## src/design/pis_pkg.sv

```systemverilog
// shared types, constants and saturation helper for the penalized stress block
package pis_pkg;

  localparam int DATA_W   = 32;
  localparam int N_FIELDS = 6;
  localparam int TDATA_W  = DATA_W * N_FIELDS;

  // register indexes
  localparam logic [1:0] REG_YOUNGS  = 2'd0;
  localparam logic [1:0] REG_POISSON = 2'd1;
  localparam logic [1:0] REG_PENALTY = 2'd2;
  localparam logic [1:0] REG_DENSITY = 2'd3;

  localparam int CFG_W = 31;

  // widths of derived coefficients
  localparam int A_W  = 17;
  localparam int B_W  = 15;
  localparam int DP_W = 47;
  localparam int GP_W = 31;
  localparam int MAG_W = 63;

  localparam logic [16:0] ONE_Q16 = 17'd65536;
  localparam logic [16:0] EPS_Q16 = 17'd66;

  typedef struct packed {
    logic            ready;
    logic [A_W-1:0]  a;
    logic [B_W-1:0]  b;
    logic [DP_W-1:0] dp;
    logic [GP_W-1:0] gp;
  } pis_coef_t;

  localparam logic [MAG_W-1:0] LIM_POS = (MAG_W'(1) << (DATA_W - 1)) - MAG_W'(1);
  localparam logic [MAG_W-1:0] LIM_NEG = MAG_W'(1) << (DATA_W - 1);

  // apply sign to a magnitude and clamp to the signed output range
  function automatic logic [DATA_W-1:0] sat_out(input logic [MAG_W-1:0] mag, input logic neg);
    logic [MAG_W-1:0] m;
    begin
      m = mag;
      if (neg) begin
        if (m > LIM_NEG) m = LIM_NEG;
        sat_out = DATA_W'(MAG_W'(0) - m);
      end else begin
        if (m > LIM_POS) m = LIM_POS;
        sat_out = DATA_W'(m);
      end
    end
  endfunction

endpackage

```

## src/design/pis_coef.sv

```systemverilog
// configuration registers and sequential unit that derives the stiffness factors
module pis_coef (
  input  logic                     clk,
  input  logic                     rst,
  input  logic                     cfg_we,
  input  logic [1:0]               cfg_index,
  input  logic [pis_pkg::CFG_W-1:0] cfg_data,
  output pis_pkg::pis_coef_t       coef
);
  import pis_pkg::*;

  localparam logic [2:0] ST_IDLE  = 3'd0;
  localparam logic [2:0] ST_LOAD  = 3'd1;
  localparam logic [2:0] ST_DIV_D = 3'd2;
  localparam logic [2:0] ST_DIV_G = 3'd3;
  localparam logic [2:0] ST_DIV_P = 3'd4;
  localparam logic [2:0] ST_MUL   = 3'd5;

  logic [2:0]  state;
  logic [30:0] e_r;
  logic [14:0] nu_r;
  logic [23:0] q_r;
  logic [16:0] rho_r;

  logic [63:0] num;
  logic [40:0] den;
  logic [40:0] rem;
  logic [63:0] quo;
  logic [5:0]  cnt;

  logic [45:0] dmod;
  logic [29:0] gmod;
  logic [16:0] pen;
  logic [62:0] md;
  logic [46:0] mg;
  logic [62:0] acc_d;
  logic [46:0] acc_g;
  logic [46:0] dp;
  logic [30:0] gp;

  logic [16:0] rho_c;
  logic [33:0] den1;
  logic [40:0] den2;
  logic [41:0] rem_sh;
  logic        ge;
  logic [40:0] rem_next;
  logic [63:0] quo_next;
  logic [62:0] acc_d_next;
  logic [46:0] acc_g_next;

  // denominators from the registers
  always_comb begin
    rho_c = (rho_r > ONE_Q16) ? ONE_Q16 : rho_r;
    den1  = 34'(ONE_Q16 + 17'(nu_r)) * 34'(ONE_Q16 - 17'({nu_r, 1'b0}));
    den2  = (41'(1) << 32) + 41'(q_r) * 41'(ONE_Q16 - rho_c);
  end

  // one restoring division step
  always_comb begin
    rem_sh   = {rem, num[63]};
    ge       = rem_sh >= {1'b0, den};
    rem_next = ge ? 41'(rem_sh - {1'b0, den}) : rem_sh[40:0];
    quo_next = {quo[62:0], ge};
  end

  // one shift-add multiply step
  always_comb begin
    acc_d_next = pen[0] ? acc_d + md : acc_d;
    acc_g_next = pen[0] ? acc_g + mg : acc_g;
  end

  always_ff @(posedge clk) begin
    if (rst) begin
      state <= ST_LOAD;
      e_r   <= 31'd65536;
      nu_r  <= 15'd19661;
      q_r   <= 24'd327680;
      rho_r <= 17'd62259;
    end else if (cfg_we) begin
      case (cfg_index)
        REG_YOUNGS:  e_r   <= cfg_data;
        REG_POISSON: nu_r  <= cfg_data[14:0];
        REG_PENALTY: q_r   <= cfg_data[23:0];
        REG_DENSITY: rho_r <= cfg_data[16:0];
        default: ;
      endcase
      state <= ST_LOAD;
    end else begin
      case (state)
        ST_LOAD: state <= ST_DIV_D;
        ST_DIV_D: if (cnt == 6'd63) state <= ST_DIV_G;
        ST_DIV_G: if (cnt == 6'd63) state <= ST_DIV_P;
        ST_DIV_P: if (cnt == 6'd63) state <= ST_MUL;
        ST_MUL:   if (cnt == 6'd16) state <= ST_IDLE;
        default:  state <= ST_IDLE;
      endcase
    end
  end

  // datapath of the sequencer
  always_ff @(posedge clk) begin
    case (state)
      ST_LOAD: begin
        num <= {1'b0, e_r, 32'd0};
        den <= 41'(den1);
        rem <= '0;
        cnt <= '0;
      end
      ST_DIV_D, ST_DIV_G, ST_DIV_P: begin
        rem <= rem_next;
        quo <= quo_next;
        num <= {num[62:0], 1'b0};
        cnt <= cnt + 6'd1;
        if (cnt == 6'd63) begin
          rem <= '0;
          cnt <= '0;
          if (state == ST_DIV_D) begin
            dmod <= quo_next[45:0];
            num  <= {17'd0, e_r, 16'd0};
            den  <= 41'({ONE_Q16 + 17'(nu_r), 1'b0});
          end else if (state == ST_DIV_G) begin
            gmod <= quo_next[29:0];
            num  <= {15'd0, rho_c, 32'd0};
            den  <= den2;
          end else begin
            pen   <= quo_next[16:0] + EPS_Q16;
            md    <= {17'd0, dmod};
            mg    <= {17'd0, gmod};
            acc_d <= '0;
            acc_g <= '0;
          end
        end
      end
      ST_MUL: begin
        acc_d <= acc_d_next;
        acc_g <= acc_g_next;
        pen   <= {1'b0, pen[16:1]};
        md    <= {md[61:0], 1'b0};
        mg    <= {mg[45:0], 1'b0};
        cnt   <= cnt + 6'd1;
        if (cnt == 6'd16) begin
          dp <= acc_d_next[62:16];
          gp <= acc_g_next[46:16];
        end
      end
      default: ;
    endcase
  end

  assign coef.ready = (state == ST_IDLE);
  assign coef.a     = ONE_Q16 - 17'(nu_r);
  assign coef.b     = nu_r;
  assign coef.dp    = dp;
  assign coef.gp    = gp;

endmodule
```

## config.mk

```make
export PLATFORM = sky130hd
export DESIGN_NAME = pis_coef
export DESIGN_NICKNAME = d
export VERILOG_FILES = /design/src/design/pis_pkg.sv /design/src/design/pis_coef.sv
export SDC_FILE = /design/constraint.sdc
export NUM_CORES = 2
export LEC_CHECK = 0
export ABC_AREA = 1
export BUFFER_PORTS_ARGS = -buffer_cell sky130_fd_sc_hd__buf_2
export CORE_MARGIN = 2
export CORE_UTILIZATION = 32
export DETAILED_ROUTE_END_ITERATION = 12
export GPL_TIMING_DRIVEN = 1
export PLACE_DENSITY_LB_ADDON = 0.08
export SYNTH_ARGS = -nofsm -noshare
export SYNTH_HDL_FRONTEND = slang
export SYNTH_SLANG_ARGS = --single-unit
```

## constraint.sdc

```tcl
create_clock -name clk -period 26.2 [get_ports clk]
set_clock_uncertainty 0.15 [all_clocks]
set_input_delay 1.31 -clock clk [delete_from_list [all_inputs] [get_ports clk]]
set_output_delay 1.31 -clock clk [all_outputs]
set_load 0.01 [all_outputs]
```

==> metrics.md <==
| Metric | Value |
|---|---|
| Max Root-Sink Buffers | 3 |
| GRT Total Usage | 22.0% |
| Multi-input logic area | about 37000 sq um |
| DR pass1 iterations | 6 |
| Post-synth top area share | 27.4% |
| Synth Flop Type | edfxtp_1 |
| WP depth | 36 |
| Synth top cells by count | 2042 x nand2_1, 1626 x inv_1, 794 x nor2_1 |
| Final min period | roughly 10 ns |
| Max-cap viol count | 0 |
| Hold Vio Cnt, Final | 0 |
| Sequential cell area fraction in the yosys report | between 30% and 40% |
| Buf/Inv on CP | 9 |
| Clock latency on the worst-skew pair | ~0.70 ns |
| Kind of critical path | flop to flop |
| DIE AREA | 199000 sq um |
| Share of layout cells above drive strength 1 | around 5.5% |
| Type of the worst min-delay path | flop to flop |
| Vias | roughly 52000 |
| DP Wirelength | around 180000 um |
| DR WL/cell | about 20 um |
| Post-cts resize count | 0 |
| Final cell count without fillers | 10800 |
| Post-Syn Area | 62600 sq um |
| Clk sink count | around 660 |
| Crit path from | rho_r[13] |
| Cell Count Post-Placement | approximately 11000 |
| Worst reg2reg endpoint | den[21] |
| CTS tree | done |
| Yosys warns | 0 |
| Top cells by area in the synthesized netlist | edfxtp_1 27%, fa_1 18%, nand2_1 12% |
| Critical path endpoint | den[21] |
| Peak supply drop | roughly 0.14 mV |
| CP startpoint kind | flop |
| Synthesized flop and latch total | 662 |
| Reg2reg setup slack | 16.31 ns |
| DR iter-0 viols | approximately 3200 |
| Num rows | roughly 160 |
| Clock slew at reported path FFs | around 0.07 ns |
| CTS buffer count | between 80 and 90 |
| Number of fill cells | about 21000 |
| Status | complete, no violations |
| Drt drc | 0 |
| Hold_buf cts | 0 |
| Initial antenna violation count | 8 |
| Die Width | 446 um |
| Gp weighted congestion | about 0.93 |
| Crit. End Element | flop |
| Final antenna-violating net count | 0 |
| Num ports | between 100 and 150 |
| Grt ovf | 0 |
| Cells after Synth | approximately 8000 |
| Leading area contributor after synthesis | edfxtp_1 |
| Die Y | around 450 um |
| Via density | roughly 4.8 |
| Worst-margin pin slew | around 1.1 ns |
| Setup violations, final | 0 |
| Core Box Area | around 200000 sq um |
| Data required time of the critical path | 26.47 ns |
| Syn Area/Cell | approximately 8 sq um |
| RSZ-0062 raised after global routing | no |
| Largest net degree at the start of global routing | slightly above 100 |
| Number of synthesized flops with an enable pin | ~570 |
| FF/Latch Area | ~19000 sq um |
| Peak Freq | a little over 100 MHz |
| Crit path max fanout | 22 |
| CP max stage delay | between 0.6 and 0.7 ns |
| Total leakage power | about 33 nW |
| Final Cycle Share | between 30 and 40% |
| Worst reg-to-reg path cell count | 36 |
| Routed WL | about 220000 um |
| Area Overhead vs Synth | 10.0% |
| Worst Path Arrival | 10.16 ns |
| Nets | a little over 9000 |
| Post-CTS Setup Repair Bufs | 0 |
| Distinct cells, synth | 63 |
| Vias in the first global route | between 50000 and 60000 |
| Most frequent cell after synthesis | nand2_1 |
| Relative slew slack | 25.6% |
| Crit-path leading delay family | adder cells |
| First-pass GRT wire length | around 330000 um |
| Slew Limit Fails | 0 |
| Post-Route Setup TNS | 0 ns |
| CTS root buffer | clkbuf_16 |
| H-tree levels | 3 |
| Reg2Reg Launch Point | rho_r[13] |
| Slowest cell on crit path | nand2_1 |
| Initial Util | 32.1% |
| Port Buf Inserts | roughly 150 |
| Pwr Density | roughly 100 nW/um^2 |
| Post-synth ARST share | 0% |
==> worst min path at each step <==
stage / end / startpoint / depth (start not counted)
floorplan: dmod[45] / quo[44] / 0
global placement: dmod[45] / quo[44] / 0
detailed placement: dmod[45] / quo[44] / 0
CTS: dmod[45] / quo[44] / 0
global route: dmod[45] / quo[44] / 0
finish: dmod[45] / quo[44] / 0
==> power by group <==
group | internal, mW | total, mW | leakage [nW] | switching, mW
logic | 1.39 | 4.39 | 26.0 | 3.00
clock network | 0.651 | 1.15 | 1.27 | 0.501
registers | 1.33 | 1.39 | 6.16 | 0.0624
total | 3.37 | 6.93 | 33.5 | 3.57
==> layer usage <==
layer  global-route usage [%]  share of wire (%)
met1                     29.5                 45
met5                        0                  0
met4                     4.76                2.0
met3                     1.74                3.7
met2                     38.6                 49
==> area by class of cell <==
| cell class | count | area share [%] |
|---|---|---|
| flip-flops and latches | 662 | 27.5 |
| multi-input cells | 5516 | 53.1 |
| inverters | 1648 | 9.00 |
| clock inverters | 42 | 0.632 |
| diodes | 3 | 0.0109 |
| repair buffers | 204 | 1.69 |
| well taps | 2624 | 4.76 |
| clock buffers | 110 | 3.22 |
==> kinds of logic (layout without fill, tap and decap cells) <==
| logic type | Yosys count | in the layout | synth area share [%] |
|---|---|---|---|
| other | 2 | 42 | 0.0120 |
| buffers and inverters | 1871 | 2004 | 11.5 |
| AO/OA/AOI/OAI | 908 | 908 | 7.88 |
| XOR/XNOR | 87 | 87 | 1.24 |
| AND/OR/NAND/NOR | 3500 | 3500 | 22.8 |
| flip-flops | 662 | 662 | 30.3 |
| adder cells (fa/ha/maj) | 982 | 982 | 26.2 |
==> placed cells by master, fill, tap and decap left out, types with 146 or more instances in the layout <==
cell type  instances
edfxtp_1         572
o21ai_0          346
fa_1             550
ha_1             432
buf_2            146
nand3_1          433
nand2_1         2042
inv_1           1621
nor2_1           790
a21oi_1          408
==> registers in the layout (all words and copies together), names as in the netlist, 17 cells and up <==
signal	flops
den	41
e_r	31
dp	47
dmod	46
num	48
acc_g	47
md	63
q_r	24
quo	45
pen	17
gp	31
rho_r	17
acc_d	63
gmod	30
rem	41
mg	47
==> per-stage QoR <==
stage / cell area (sq um) / util [%] / total power, mW / hold WS (ns) / worst slack (ns)
after floorplan: 62800 / - / 4.31 / 0.250 / 15.78
after global placement: 66200 / 34.0 / 5.85 / 0.258 / 16.53
after detailed placement: 66200 / 34.0 / 5.81 / 0.262 / 16.40
after CTS: 68900 / 35.4 / 7.01 / 0.276 / 16.34
after global routing: 68900 / 35.4 / 7.57 / 0.291 / 15.83
final: 68900 / 35.4 / 6.93 / 0.274 / 16.31
(Power assumes the default switching activity.)
